**src/rtl/cweb_pkg.sv**
```systemverilog
// Shared types, constants and helpers of the coincidence window event builder.
// No dependencies; every other file of the block imports this package.

package cweb_pkg;

  // Event geometry
  localparam int unsigned SLOT_COUNT  = 15;
  localparam int unsigned SLOT_BITS   = 4;
  localparam int unsigned SLOT_WIDE   = 5;
  localparam int unsigned WINDOW_BITS = 32;

  // Default payload widths
  localparam int unsigned DEF_TIME_BITS   = 48;
  localparam int unsigned DEF_ENERGY_BITS = 16;

  // Window register value after reset
  localparam logic [WINDOW_BITS-1:0] WINDOW_RESET = 32'd1000;

  // Slot mapping constants
  localparam logic [2:0]           ANODE_CHANNEL = 3'd4;
  localparam logic [SLOT_WIDE-1:0] ANODE_BASE    = 5'd12;

  // Item function codes
  localparam logic FUNC_HIT   = 1'b0;
  localparam logic FUNC_FLUSH = 1'b1;

  // Controller to datapath commands
  typedef struct packed {
    logic capture;      // latch the accepted item
    logic calc;         // register time difference and stored slot content
    logic put;          // write item into its slot
    logic set_ref;      // take item time as reference
    logic start_close;  // move present mask to the readout mask
    logic emit;         // load lowest pending slot into the output register
  } cweb_cmd_t;

  // Datapath to controller status
  typedef struct packed {
    logic is_flush;
    logic hit_ok;
    logic mask_empty;
    logic in_window;
    logic replace;
    logic out_free;
    logic last_pick;
  } cweb_sts_t;

  // Map plane index and channel to a slot; values of SLOT_COUNT and up are unused
  function automatic logic [SLOT_WIDE-1:0] slot_of(input logic [1:0] idx,
                                                   input logic [2:0] chan);
    logic [SLOT_WIDE-1:0] s;
    if (chan == ANODE_CHANNEL) begin
      s = {3'b000, idx} + ANODE_BASE;
    end else begin
      s = {1'b0, idx, 2'b00} + {2'b00, chan};
    end
    return s;
  endfunction

endpackage

```
**src/rtl/cweb_if.sv**
```systemverilog
// Valid/ready channel interfaces of the event builder: hit input and slot result.
// Depends on cweb_pkg for the slot field widths.

interface cweb_hit_if #(
  parameter int unsigned TIME_BITS   = 48,
  parameter int unsigned ENERGY_BITS = 16
);
  logic                   valid;
  logic                   ready;
  logic                   func;
  logic                   hit_valid;
  logic [1:0]             detector_index;
  logic [2:0]             signal_channel;
  logic [TIME_BITS-1:0]   hit_time;
  logic [ENERGY_BITS-1:0] hit_energy;

  modport source (
    output valid, func, hit_valid, detector_index, signal_channel, hit_time, hit_energy,
    input  ready
  );
  modport sink (
    input  valid, func, hit_valid, detector_index, signal_channel, hit_time, hit_energy,
    output ready
  );
endinterface

interface cweb_slot_if #(
  parameter int unsigned TIME_BITS   = 48,
  parameter int unsigned ENERGY_BITS = 16
);
  import cweb_pkg::*;

  logic                   valid;
  logic                   ready;
  logic [SLOT_BITS-1:0]   slot_number;
  logic [TIME_BITS-1:0]   slot_time;
  logic [ENERGY_BITS-1:0] slot_energy;
  logic [SLOT_COUNT-1:0]  event_mask;
  logic                   last_of_event;

  modport source (
    output valid, slot_number, slot_time, slot_energy, event_mask, last_of_event,
    input  ready
  );
  modport sink (
    input  valid, slot_number, slot_time, slot_energy, event_mask, last_of_event,
    output ready
  );
endinterface

```
**src/rtl/cweb_dp.sv**
```systemverilog
// Datapath of the event builder: item latch, window compare, slot store,
// readout scan and output register. Depends on cweb_pkg and cweb_if.

module cweb_dp #(
  parameter int unsigned TIME_BITS   = cweb_pkg::DEF_TIME_BITS,
  parameter int unsigned ENERGY_BITS = cweb_pkg::DEF_ENERGY_BITS
) (
  input  logic                                clk_i,
  input  logic                                rst_ni,
  input  logic                                cfg_we_i,
  input  logic [cweb_pkg::WINDOW_BITS-1:0]    cfg_wdata_i,
  input  cweb_pkg::cweb_cmd_t                 cmd_i,
  output cweb_pkg::cweb_sts_t                 sts_o,
  cweb_hit_if.sink                            hit_i,
  cweb_slot_if.source                         slot_o
);
  import cweb_pkg::*;

  localparam int unsigned CMP_BITS = (TIME_BITS > WINDOW_BITS) ? TIME_BITS : WINDOW_BITS;

  // Item latch
  logic                   flush_q;
  logic                   hit_ok_q;
  logic [SLOT_BITS-1:0]   slot_q;
  logic [TIME_BITS-1:0]   time_q;
  logic [ENERGY_BITS-1:0] energy_q;

  // Event state
  logic [SLOT_COUNT-1:0]  mask_q;
  logic [TIME_BITS-1:0]   ref_q;
  logic [WINDOW_BITS-1:0] window_q;
  logic [SLOT_COUNT-1:0]  pending_q;
  logic [SLOT_COUNT-1:0]  event_mask_q;
  logic [TIME_BITS-1:0]   time_mem_q   [SLOT_COUNT];
  logic [ENERGY_BITS-1:0] energy_mem_q [SLOT_COUNT];

  // Decision inputs
  logic [TIME_BITS-1:0]   diff_q;
  logic                   present_q;
  logic [ENERGY_BITS-1:0] stored_e_q;

  // Output register
  logic                   out_valid_q;
  logic [SLOT_BITS-1:0]   out_slot_q;
  logic [TIME_BITS-1:0]   out_time_q;
  logic [ENERGY_BITS-1:0] out_energy_q;
  logic [SLOT_COUNT-1:0]  out_mask_q;
  logic                   out_last_q;

  logic [SLOT_WIDE-1:0]   slot_wide;
  logic [SLOT_BITS-1:0]   pick;
  logic [SLOT_BITS-1:0]   rd_addr;
  logic                   out_free;
  logic [SLOT_COUNT-1:0]  pick_bit;

  assign slot_wide = slot_of(hit_i.detector_index, hit_i.signal_channel);

  // Lowest pending slot of the readout
  always_comb begin
    pick = '0;
    for (int i = SLOT_COUNT - 1; i >= 0; i--) begin
      if (pending_q[i]) begin
        pick = SLOT_BITS'(i);
      end
    end
  end

  assign pick_bit = SLOT_COUNT'(1) << pick;
  assign rd_addr  = cmd_i.calc ? slot_q : pick;
  assign out_free = !out_valid_q || slot_o.ready;

  // Status toward the controller
  always_comb begin
    sts_o.is_flush   = flush_q;
    sts_o.hit_ok     = hit_ok_q;
    sts_o.mask_empty = (mask_q == '0);
    sts_o.in_window  = CMP_BITS'(diff_q) < CMP_BITS'(window_q);
    sts_o.replace    = !present_q || (energy_q > stored_e_q);
    sts_o.out_free   = out_free;
    sts_o.last_pick  = ((pending_q & (pending_q - SLOT_COUNT'(1))) == '0);
  end

  // Latch item on accept
  always_ff @(posedge clk_i) begin
    if (cmd_i.capture) begin
      flush_q  <= (hit_i.func == FUNC_FLUSH);
      hit_ok_q <= hit_i.hit_valid && (slot_wide < SLOT_WIDE'(SLOT_COUNT));
      slot_q   <= slot_wide[SLOT_BITS-1:0];
      time_q   <= hit_i.hit_time;
      energy_q <= hit_i.hit_energy;
    end
  end

  // Absolute time difference and slot content for the decision
  always_ff @(posedge clk_i) begin
    if (cmd_i.calc) begin
      diff_q     <= (time_q >= ref_q) ? (time_q - ref_q) : (ref_q - time_q);
      present_q  <= mask_q[slot_q];
      stored_e_q <= energy_mem_q[rd_addr];
    end
  end

  // Window register, present mask, reference and readout mask
  always_ff @(posedge clk_i or negedge rst_ni) begin
    if (!rst_ni) begin
      window_q  <= WINDOW_RESET;
      mask_q    <= '0;
      ref_q     <= '0;
      pending_q <= '0;
    end else begin
      if (cfg_we_i) begin
        window_q <= cfg_wdata_i;
      end
      if (cmd_i.start_close) begin
        pending_q <= mask_q;
        mask_q    <= '0;
      end else if (cmd_i.put) begin
        mask_q[slot_q] <= 1'b1;
      end
      if (cmd_i.emit) begin
        pending_q <= pending_q & ~pick_bit;
      end
      if (cmd_i.set_ref) begin
        ref_q <= time_q;
      end
    end
  end

  // Mask snapshot of the event under readout
  always_ff @(posedge clk_i) begin
    if (cmd_i.start_close) begin
      event_mask_q <= mask_q;
    end
  end

  // Slot store
  always_ff @(posedge clk_i) begin
    if (cmd_i.put) begin
      time_mem_q[slot_q]   <= time_q;
      energy_mem_q[slot_q] <= energy_q;
    end
  end

  // Output register: load on emit, drop when the beat is taken
  always_ff @(posedge clk_i or negedge rst_ni) begin
    if (!rst_ni) begin
      out_valid_q <= 1'b0;
    end else if (cmd_i.emit) begin
      out_valid_q <= 1'b1;
    end else if (slot_o.ready) begin
      out_valid_q <= 1'b0;
    end
  end

  always_ff @(posedge clk_i) begin
    if (cmd_i.emit) begin
      out_slot_q   <= pick;
      out_time_q   <= time_mem_q[rd_addr];
      out_energy_q <= energy_mem_q[rd_addr];
      out_mask_q   <= event_mask_q;
      out_last_q   <= ((pending_q & ~pick_bit) == '0);
    end
  end

  assign slot_o.valid         = out_valid_q;
  assign slot_o.slot_number   = out_slot_q;
  assign slot_o.slot_time     = out_time_q;
  assign slot_o.slot_energy   = out_energy_q;
  assign slot_o.event_mask    = out_mask_q;
  assign slot_o.last_of_event = out_last_q;

endmodule

```
**src/rtl/cweb_ctrl.sv**
```systemverilog
// Controller of the event builder: sequences accept, difference, decision and
// event readout. Depends on cweb_pkg for the command and status structs.

module cweb_ctrl (
  input  logic                clk_i,
  input  logic                rst_ni,
  input  logic                in_valid_i,
  output logic                in_ready_o,
  input  cweb_pkg::cweb_sts_t sts_i,
  output cweb_pkg::cweb_cmd_t cmd_o
);
  import cweb_pkg::*;

  typedef enum logic [3:0] {
    ST_IDLE   = 4'b0001,
    ST_CALC   = 4'b0010,
    ST_DECIDE = 4'b0100,
    ST_CLOSE  = 4'b1000
  } cweb_state_e;

  cweb_state_e state_q, state_d;
  logic        reopen_q, reopen_d;

  // Next state and commands
  always_comb begin
    state_d    = state_q;
    reopen_d   = reopen_q;
    cmd_o      = '0;
    in_ready_o = 1'b0;
    unique case (state_q)
      ST_IDLE: begin
        in_ready_o = 1'b1;
        if (in_valid_i) begin
          cmd_o.capture = 1'b1;
          state_d       = ST_CALC;
        end
      end
      ST_CALC: begin
        cmd_o.calc = 1'b1;
        state_d    = ST_DECIDE;
      end
      ST_DECIDE: begin
        state_d = ST_IDLE;
        if (sts_i.is_flush) begin
          if (!sts_i.mask_empty) begin
            cmd_o.start_close = 1'b1;
            reopen_d          = 1'b0;
            state_d           = ST_CLOSE;
          end
        end else if (sts_i.hit_ok) begin
          if (sts_i.mask_empty) begin
            // open a new event
            cmd_o.put     = 1'b1;
            cmd_o.set_ref = 1'b1;
          end else if (sts_i.in_window) begin
            cmd_o.put = sts_i.replace;
          end else begin
            // close, then open with this hit
            cmd_o.start_close = 1'b1;
            reopen_d          = 1'b1;
            state_d           = ST_CLOSE;
          end
        end
      end
      ST_CLOSE: begin
        if (sts_i.out_free) begin
          cmd_o.emit = 1'b1;
          if (sts_i.last_pick) begin
            cmd_o.put     = reopen_q;
            cmd_o.set_ref = reopen_q;
            state_d       = ST_IDLE;
          end
        end
      end
      default: begin
        state_d = ST_IDLE;
      end
    endcase
  end

  // State registers
  always_ff @(posedge clk_i or negedge rst_ni) begin
    if (!rst_ni) begin
      state_q  <= ST_IDLE;
      reopen_q <= 1'b0;
    end else begin
      state_q  <= state_d;
      reopen_q <= reopen_d;
    end
  end

endmodule

```
**src/rtl/coincidence_window_event_builder.sv**
```systemverilog
// Coincidence window event builder, top level. A hit or flush is taken in one
// beat; the block is ready again after the accept, difference and decide steps.
// A closing item then reads out each filled slot in turn, and an output stall
// holds the readout. The output register lets the next item in while the last
// result waits. Reset clears the event, reference time and output, and sets
// the window to 1000 ticks; no clearing pass.

module coincidence_window_event_builder #(
  parameter int unsigned TIME_BITS   = cweb_pkg::DEF_TIME_BITS,
  parameter int unsigned ENERGY_BITS = cweb_pkg::DEF_ENERGY_BITS
) (
  input  logic                             clk_i,
  input  logic                             rst_ni,
  input  logic                             cfg_we_i,
  input  logic [cweb_pkg::WINDOW_BITS-1:0] cfg_wdata_i,
  cweb_hit_if.sink                         hit_i,
  cweb_slot_if.source                      slot_o
);
  import cweb_pkg::*;

  cweb_cmd_t cmd;
  cweb_sts_t sts;
  logic      in_ready;

  assign hit_i.ready = in_ready;

  // Sequencer
  cweb_ctrl u_ctrl (
    .clk_i      (clk_i),
    .rst_ni     (rst_ni),
    .in_valid_i (hit_i.valid),
    .in_ready_o (in_ready),
    .sts_i      (sts),
    .cmd_o      (cmd)
  );

  // Storage, compare and output
  cweb_dp #(
    .TIME_BITS   (TIME_BITS),
    .ENERGY_BITS (ENERGY_BITS)
  ) u_dp (
    .clk_i       (clk_i),
    .rst_ni      (rst_ni),
    .cfg_we_i    (cfg_we_i),
    .cfg_wdata_i (cfg_wdata_i),
    .cmd_i       (cmd),
    .sts_o       (sts),
    .hit_i       (hit_i),
    .slot_o      (slot_o)
  );

endmodule

```
**src/flat_wrapper.sv**
```systemverilog
// flat-port wrapper written by rule: the top's interface ports become plain ports
module coincidence_window_event_builder_flat import cweb_pkg::*;
#(
  parameter int unsigned TIME_BITS   = cweb_pkg::DEF_TIME_BITS,
  parameter int unsigned ENERGY_BITS = cweb_pkg::DEF_ENERGY_BITS
)
  (clk_i, rst_ni, cfg_we_i, cfg_wdata_i, hit_i_valid, hit_i_func, hit_i_hit_valid, hit_i_detector_index, hit_i_signal_channel, hit_i_hit_time, hit_i_hit_energy, hit_i_ready, slot_o_valid, slot_o_slot_number, slot_o_slot_time, slot_o_slot_energy, slot_o_event_mask, slot_o_last_of_event, slot_o_ready);
  cweb_hit_if #(.TIME_BITS(TIME_BITS), .ENERGY_BITS(ENERGY_BITS)) hit_i_i ();
  cweb_slot_if #(.TIME_BITS(TIME_BITS), .ENERGY_BITS(ENERGY_BITS)) slot_o_i ();
  input  logic clk_i;
  input  logic rst_ni;
  input  logic cfg_we_i;
  input  logic [cweb_pkg::WINDOW_BITS-1:0] cfg_wdata_i;
  input wire logic [$bits(hit_i_i.valid)-1:0] hit_i_valid;
  input wire logic [$bits(hit_i_i.func)-1:0] hit_i_func;
  input wire logic [$bits(hit_i_i.hit_valid)-1:0] hit_i_hit_valid;
  input wire logic [$bits(hit_i_i.detector_index)-1:0] hit_i_detector_index;
  input wire logic [$bits(hit_i_i.signal_channel)-1:0] hit_i_signal_channel;
  input wire logic [$bits(hit_i_i.hit_time)-1:0] hit_i_hit_time;
  input wire logic [$bits(hit_i_i.hit_energy)-1:0] hit_i_hit_energy;
  output wire logic [$bits(hit_i_i.ready)-1:0] hit_i_ready;
  output wire logic [$bits(slot_o_i.valid)-1:0] slot_o_valid;
  output wire logic [$bits(slot_o_i.slot_number)-1:0] slot_o_slot_number;
  output wire logic [$bits(slot_o_i.slot_time)-1:0] slot_o_slot_time;
  output wire logic [$bits(slot_o_i.slot_energy)-1:0] slot_o_slot_energy;
  output wire logic [$bits(slot_o_i.event_mask)-1:0] slot_o_event_mask;
  output wire logic [$bits(slot_o_i.last_of_event)-1:0] slot_o_last_of_event;
  input wire logic [$bits(slot_o_i.ready)-1:0] slot_o_ready;
  assign hit_i_i.valid = hit_i_valid;
  assign hit_i_i.func = hit_i_func;
  assign hit_i_i.hit_valid = hit_i_hit_valid;
  assign hit_i_i.detector_index = hit_i_detector_index;
  assign hit_i_i.signal_channel = hit_i_signal_channel;
  assign hit_i_i.hit_time = hit_i_hit_time;
  assign hit_i_i.hit_energy = hit_i_hit_energy;
  assign hit_i_ready = hit_i_i.ready;
  assign slot_o_valid = slot_o_i.valid;
  assign slot_o_slot_number = slot_o_i.slot_number;
  assign slot_o_slot_time = slot_o_i.slot_time;
  assign slot_o_slot_energy = slot_o_i.slot_energy;
  assign slot_o_event_mask = slot_o_i.event_mask;
  assign slot_o_last_of_event = slot_o_i.last_of_event;
  assign slot_o_i.ready = slot_o_ready;
  coincidence_window_event_builder #(.TIME_BITS(TIME_BITS), .ENERGY_BITS(ENERGY_BITS)) u_core (.clk_i(clk_i), .rst_ni(rst_ni), .cfg_we_i(cfg_we_i), .cfg_wdata_i(cfg_wdata_i), .hit_i(hit_i_i), .slot_o(slot_o_i));
endmodule
```
**config.mk**
```make
export PLATFORM = sky130hd
export DESIGN_NAME = coincidence_window_event_builder_flat
export DESIGN_NICKNAME = d
export VERILOG_FILES = /design/src/rtl/cweb_pkg.sv /design/src/rtl/cweb_if.sv /design/src/rtl/cweb_dp.sv /design/src/rtl/cweb_ctrl.sv /design/src/rtl/coincidence_window_event_builder.sv /design/src/flat_wrapper.sv
export SDC_FILE = /design/constraint.sdc
export NUM_CORES = 2
export LEC_CHECK = 0
export BUFFER_PORTS_ARGS = -buffer_cell sky130_fd_sc_hd__buf_2
export CELL_PAD_IN_SITES_DETAIL_PLACEMENT = 0
export CELL_PAD_IN_SITES_GLOBAL_PLACEMENT = 1
export CORE_ASPECT_RATIO = 1.25
export CORE_MARGIN = 2
export CORE_UTILIZATION = 45
export CTS_CLUSTER_DIAMETER = 60
export DETAILED_ROUTE_END_ITERATION = 7
export PLACE_DENSITY_LB_ADDON = 0.2
export SETUP_SLACK_MARGIN = 0.3
export SKIP_LAST_GASP = 1
export SYNTH_ARGS = -nofsm -noshare
export SYNTH_HDL_FRONTEND = slang
export SYNTH_SLANG_ARGS = --single-unit
```
**constraint.sdc**
```tcl
create_clock -name clk_i -period 15.8 [get_ports clk_i]
set_input_delay 3.16 -clock clk_i [delete_from_list [all_inputs] [get_ports clk_i]]
set_output_delay 3.16 -clock clk_i [all_outputs]
set_load 0.02 [all_outputs]
```
* Word-level counts from Yosys, hierarchy flattened
Memory sizes are Yosys's and may differ from the RTL's. A register that Yosys moved wholly into a read port is not among the register bits.
Index checks and enable logic that the tools add are counted.
** Operators by class
- $add $sub $neg :: 5
- Order comparisons :: 6
- Eq/ne operators :: 9
- Shifts and indexed selects :: 1
- Mux-type cells :: 63
- Bitwise logic cells :: 5
- Reduce and logical (&&, ||, !) cells :: 15
** Operator list (number)
- $mux W4 :: 24
- $sub A48 B48 Y48 :: 2
- $mux W15 :: 4
- $ge A48 B48 Y1 :: 1
- $lt A48 B32 Y1 :: 1
- $mux W48 :: 1
- $logic_not A15 Y1 :: 3
- $and A15 B15 Y15 :: 2
- $mux W1 :: 25
- $gt A16 B16 Y1 :: 1
- $pmux W4 S4 :: 1
- $not A15 Y15 :: 1
- $or A15 B15 Y15 :: 1
- $shl A1 B4 Y15 const A :: 1
- $sub A15 B1 Y15 const B :: 1
- $reduce_bool A2 Y1 :: 4
- $mux W2 :: 3
- $ne A2 B2 Y1 const B :: 3
- $add A2 B4 Y5 const B :: 1
- $add A4 B3 Y5 :: 1
- $lt A4 B5 Y1 const B :: 1
- $lt A5 B4 Y1 const B :: 1
- $mux W5 :: 1
- $bmux W1 S4 :: 1
- 16 further kinds :: 19
** Word-level totals
- Register bits :: 302
- Bits in writable memories :: 960
- Bits of input ports :: 108
- Output and inout port bits :: 86
- Memories :: 2
** Memory list
- u_core.u_dp.time_mem_q :: words 15, width 48, rd ports 1, clocked after memory_dff 1, wr ports 1, RTL line cweb_dp.sv:34 : logic [TIME_BITS-1:0] time_mem_q [SLOT_COUNT];
- u_core.u_dp.energy_mem_q :: words 15, width 16, rd ports 1, clocked after memory_dff 0, wr ports 1, RTL line cweb_dp.sv:35 : logic [ENERGY_BITS-1:0] energy_mem_q [SLOT_COUNT];

* Logic depth before layout (Yosys ltp)
- Depth after elaboration :: 19
- Depth in mapped cells :: 17
- Mapped depth without buffers :: 14

* Worst setup path before layout
OpenSTA, ideal clock, no wires.
- Kind :: input-to-reg
- From :: in slot_o_ready
- To :: mem u_core.u_dp.energy_mem_q[5][0], enable pin
- Library setup time :: 0.567 ns
- Arrival time :: 8.377 ns
- Path slack :: 6.856 ns
- Stages :: 6
- Path buffers :: 0
- Cells stage by stage :: nand2b_1 > nor2b_1 > nand3_2 > o21ai_4 > a31oi_4 > nor3_1
** Between the ends
- Word-level cells in the longest chain between the ends :: 5
** Ends and longest elaborated chain
- start, declared :: RTL line flat_wrapper.sv:28 : input wire logic [$bits(slot_o_i.ready)-1:0] slot_o_ready;
- $logic_or A1 B1 Y1 :: RTL line cweb_dp.sv:70 : assign out_free = !out_valid_q || slot_o.ready;
- $mux W2 :: RTL line cweb_ctrl.sv:66 : if (sts_i.out_free) begin
- $pmux W2 S2 :: RTL line cweb_ctrl.sv:30 : unique case (state_q)
- $mux W1 :: RTL line cweb_dp.sv:138 : if (cmd_i.put) begin
- $mux W1 (implied by the code) :: RTL line cweb_dp.sv:140 : energy_mem_q[slot_q] <= energy_q;
- end, declared :: RTL line cweb_dp.sv:35
Every way passes these cells.

* Worst setup path in the final report
- From :: in slot_o_ready
- To :: mem u_core.u_dp.time_mem_q[3][36], enable pin
** Between the ends
- Word-level cells in the longest chain between the ends :: 5
** Ends and longest elaborated chain
- $logic_or A1 B1 Y1 :: RTL line cweb_dp.sv:70
- $mux W2 :: RTL line cweb_ctrl.sv:66
- $pmux W2 S2 :: RTL line cweb_ctrl.sv:30
- $mux W1 :: RTL line cweb_dp.sv:138
- $mux W1 (implied by the code) :: RTL line cweb_dp.sv:139 : time_mem_q[slot_q] <= time_q;
- end, declared :: RTL line cweb_dp.sv:34
Every way passes these cells.

==> impl_metrics.env <==
export IMPL_status="finished clean"
export IMPL_clockPowerShare_pct=31.9
export IMPL_fp_row_count=144
export IMPL_cp_slowest_cell="nor3_4"
export IMPL_dieArea_um2=127000
export IMPL_cp_max_fo=50
export IMPL_dp_slack_ns=9.38
export IMPL_yosys_warnings=0
export IMPL_syn_avg_cell_area_um2=13.5
export IMPL_via_per_inst=5.64
export IMPL_p_per_area_nw_per_um2=163
export IMPL_grt_antenna_before_repair=2
export IMPL_grt_max_degree=189
export IMPL_finalNetCount=4537
export IMPL_worst_pin_slew_ns=1.15
export IMPL_synthTopCellsByArea="edfxtp_1, dfrtp_1, nand2_1"
export IMPL_leakage_nw=22.3
export IMPL_die_h_um=397
export IMPL_clkSinkCount=1310
export IMPL_path_cells="buf_2 > nand2b_1 > nor2b_4 > nand3_2 > o21ai_4 > a31oi_4 > nor3_4 > buf_4"
export IMPL_start_kind="input pin"
export IMPL_rsz0062_at_grt="no"
export IMPL_cts_tree="yes"
export IMPL_endpoint_kind="flip-flop"
export IMPL_antenna_left=0
export IMPL_post_route_drc_count=0
export IMPL_fin_crit_ns=5.56
export IMPL_clk_latency_ns=0.78
export IMPL_p_int_mw=6.96
export IMPL_setup_violations=0
export IMPL_firstDrtPassIters=6
export IMPL_wire_per_inst_um=23.2
export IMPL_clock_path_buffers=3
export IMPL_drt_total_wl_mm=139
export IMPL_synthToLayoutAreaGrowth_pct=13.1
export IMPL_die_x_um=319
export IMPL_max_stage_delay_ns=0.95
export IMPL_min_period_over_period_pct=35.2
export IMPL_dpl_instance_area_um2=58400
export IMPL_finalClockSkew_ns=0.0297
export IMPL_ys_types=80
export IMPL_fmax_ghz=0.180
export IMPL_drive_above_1_share_pct=12.2
export IMPL_io_pin_count=194
export IMPL_clk_root_buffer_cell="clkbuf_16"
export IMPL_synthFlopType="edfxtp_1"
export IMPL_yosysTopAreaCellShare_pct=64.4
export IMPL_initial_utilization_pct=45.3
export IMPL_clk_pin_slew_ns=0.06
export IMPL_synthTopCellsByCount="edfxtp_1, nand2_1, o21ai_0, a21oi_1, a211oi_1"
export IMPL_track_usage_pct=21.9
export IMPL_p_seq_share_pct=42.7
export IMPL_htree_num_levels=4
export IMPL_critical_path_required_ns=16.18
export IMPL_peakVddDrop_mv=0.0979
export IMPL_switching_power_mw=3.28
export IMPL_syn_cell_area_um2=55700
export IMPL_gr_total_overflow=0
export IMPL_cp_top_family="simple AND/OR/NAND/NOR gates"
export IMPL_postCtsSetupBuffers=0
export IMPL_yosysMostFrequentCell="edfxtp_1"
export IMPL_place_inst=5749
export IMPL_maxCapViolCount=0
export IMPL_design_area_um2=63000
export IMPL_hold_ws_ns=0.419
export IMPL_cts_hold_buf=0
export IMPL_crit_type="input pin to flip-flop"
export IMPL_first_iter_violations=2797
export IMPL_crit_arrival_ns=5.94
export IMPL_portBuffers=193
export IMPL_finalWorstSetupSlack_ns=10.24
export IMPL_synthArstFlopShare_pct=8.85
export IMPL_cts_resized=0
export IMPL_synth_edff_count=1194
export IMPL_synth_nets=4385
export IMPL_pwr_share_comb_pct=25.5
export IMPL_numCtsBuffers=138
export IMPL_synth_top_cell_by_area="edfxtp_1"
export IMPL_synthCells=4131
export IMPL_core_um2=123000
export IMPL_p_sw_share_pct=32.0
export IMPL_drv_slew=0
export IMPL_grt_pass1_vias=33800
export IMPL_ys_ff_latch=1310
export IMPL_vias=33800
export IMPL_grt_pass1_wl_mm=210
export IMPL_place_gp_congestion=0.849
export IMPL_hpwl_mm=81.3
export IMPL_fin_cells=5999
export IMPL_ys_seq_area_share_pct=69.6
export IMPL_path_buf_inv=2
export IMPL_finalHoldViolCount=0
export IMPL_slew_headroom_pct=23.2
export IMPL_min_path_type="flip-flop to flip-flop"
export IMPL_fin_setup_tns_ns=0
==> metrics by stage <==
step	total power, mW	utilization, %
6_report	10.2	51.2
3_3_place_gp	7.04	47.5
4_1_cts	10.3	51.2
3_5_place_dp	7.05	47.5
2_1_floorplan	6.17	-
5_1_grt	10.8	51.2
==> flip-flops by register name, indices dropped and copies added (netlist names), 15 cells and up <==
register and cells:
u_core.u_dp.window_q 32, u_core.u_dp.time_q 48, u_core.u_dp.ref_q 48, u_core.u_dp.energy_q 16
u_core.u_dp.stored_e_q 16, u_core.u_dp.time_mem_q 720, u_core.u_dp.mask_q 15, u_core.u_dp.pending_q 15
u_core.u_dp.slot_o.event_mask 15, u_core.u_dp.slot_o.slot_energy 16, u_core.u_dp.diff_q 48, u_core.u_dp.slot_o.slot_time 48
u_core.u_dp.energy_mem_q 240, u_core.u_dp.event_mask_q 15
==> cells in the final DEF, fill, tap and decap left out, types with 13 or more instances in the layout <==
cell type     n
clkbuf_1     27
xor2_1       17
a21o_1       59
clkbuf_16   141
buf_2       192
nor2b_1      13
buf_4        71
clkinv_1     20
mux2i_1      84
a222oi_1     64
and2_1      184
nand4_1      41
a21oi_1     213
ha_1        144
clkinv_2     17
o21bai_1     27
o21ai_0     223
a211oi_1    204
a31oi_1     197
xnor2_1      28
inv_1       168
nor2_1      124
o21a_1       26
dfrtp_1     109
nand2_1     532
bufinv_16    13
edfxtp_1   1194
==> layout make-up <==
class                           instances  area, um^2
Sequential cell                      1310       38800
Antenna cell                            2        5.00
Fill cell                           10400       60100
Clock inverter                         74         853
Timing Repair Buffer                  266        1550
Multi-Input combinational cell       2399       15500
Tap cell                             1606        2010
Inverter                              168         631
Clock buffer                          174        3710
==> metal layers <==
| layer | up-vias | routed length (um) | GRT usage [%] | share of wire (%) |
|---|---|---|---|---|
| met2 | 787 | 69600 | 37.6 | 50 |
| met1 | 17000 | 59900 | 28.9 | 43 |
| met3 | 194 | 6040 | 3.35 | 4.3 |
| li1 | 15900 | - | - | - |
| met5 | - | 0 | 0 | 0 |
| met4 | 0 | 3360 | 6.30 | 2.4 |
==> worst reg2reg max path, stage by stage, from the launching register on <==
cell and delay, ns:
dfrtp_1 0.49, nor2_1 0.21, a21boi_0 0.28, o31ai_1 0.11, a21oi_1 0.37, mux2_8 0.76
buf_4 0.99, buf_4 0.71, buf_4 0.67, a211oi_1 0.17, a31oi_1 0.19, a222oi_1 0.15
o21ai_0 0.21
==> worst paths after layout <==
kind,startpoint,to,slack [ns],cells past startpoint
setup reg to reg,u_core.u_dp.pending_q[8]$_DFFE_PN0P_,u_core.u_dp.stored_e_q[15]$_DFFE_PP_,10.29,12
hold / removal,u_core.u_dp.event_mask_q[5]$_DFFE_PP_,u_core.u_dp.slot_o.event_mask[5]$_DFFE_PP_,0.42,0
hold reg to reg,u_core.u_dp.event_mask_q[5]$_DFFE_PP_,u_core.u_dp.slot_o.event_mask[5]$_DFFE_PP_,0.42,0
min in group asynchronous,rst_ni,u_core.u_dp.slot_o.valid$_DFFE_PN0P_,2.53,1
setup / recovery,slot_o_ready,u_core.u_dp.time_mem_q[3][36]$_DFFE_PP_,10.24,8
max in group asynchronous,rst_ni,u_core.u_dp.ref_q[37]$_DFFE_PN0P_,11.99,2
==> cells by family (layout without fill, tap and decap cells) <==
family	count (synthesis)	in the layout	share of synthesized area [%]
multiplexers	99	99	1.89
buffers and inverters	422	682	2.97
XOR/XNOR	45	45	0.708
AO/OA/AOI/OAI	1100	1100	12.9
flip-flops	1310	1310	69.6
other	0	2	0
AND/OR/NAND/NOR	1008	1008	8.58
adder cells (fa/ha/maj)	147	147	3.33
==> power by group through the flow <==
stage / Clock, mW / Combinational, mW / Sequential (mW)
2_1_floorplan: 0 / 1.81 / 4.36
3_3_place_gp: 0 / 2.61 / 4.43
4_1_cts: 3.33 / 2.63 / 4.37
5_1_grt: 3.47 / 2.89 / 4.40
3_5_place_dp: 0 / 2.61 / 4.44
6_report: 3.27 / 2.61 / 4.37
Power figures use the tool's default switching activity.
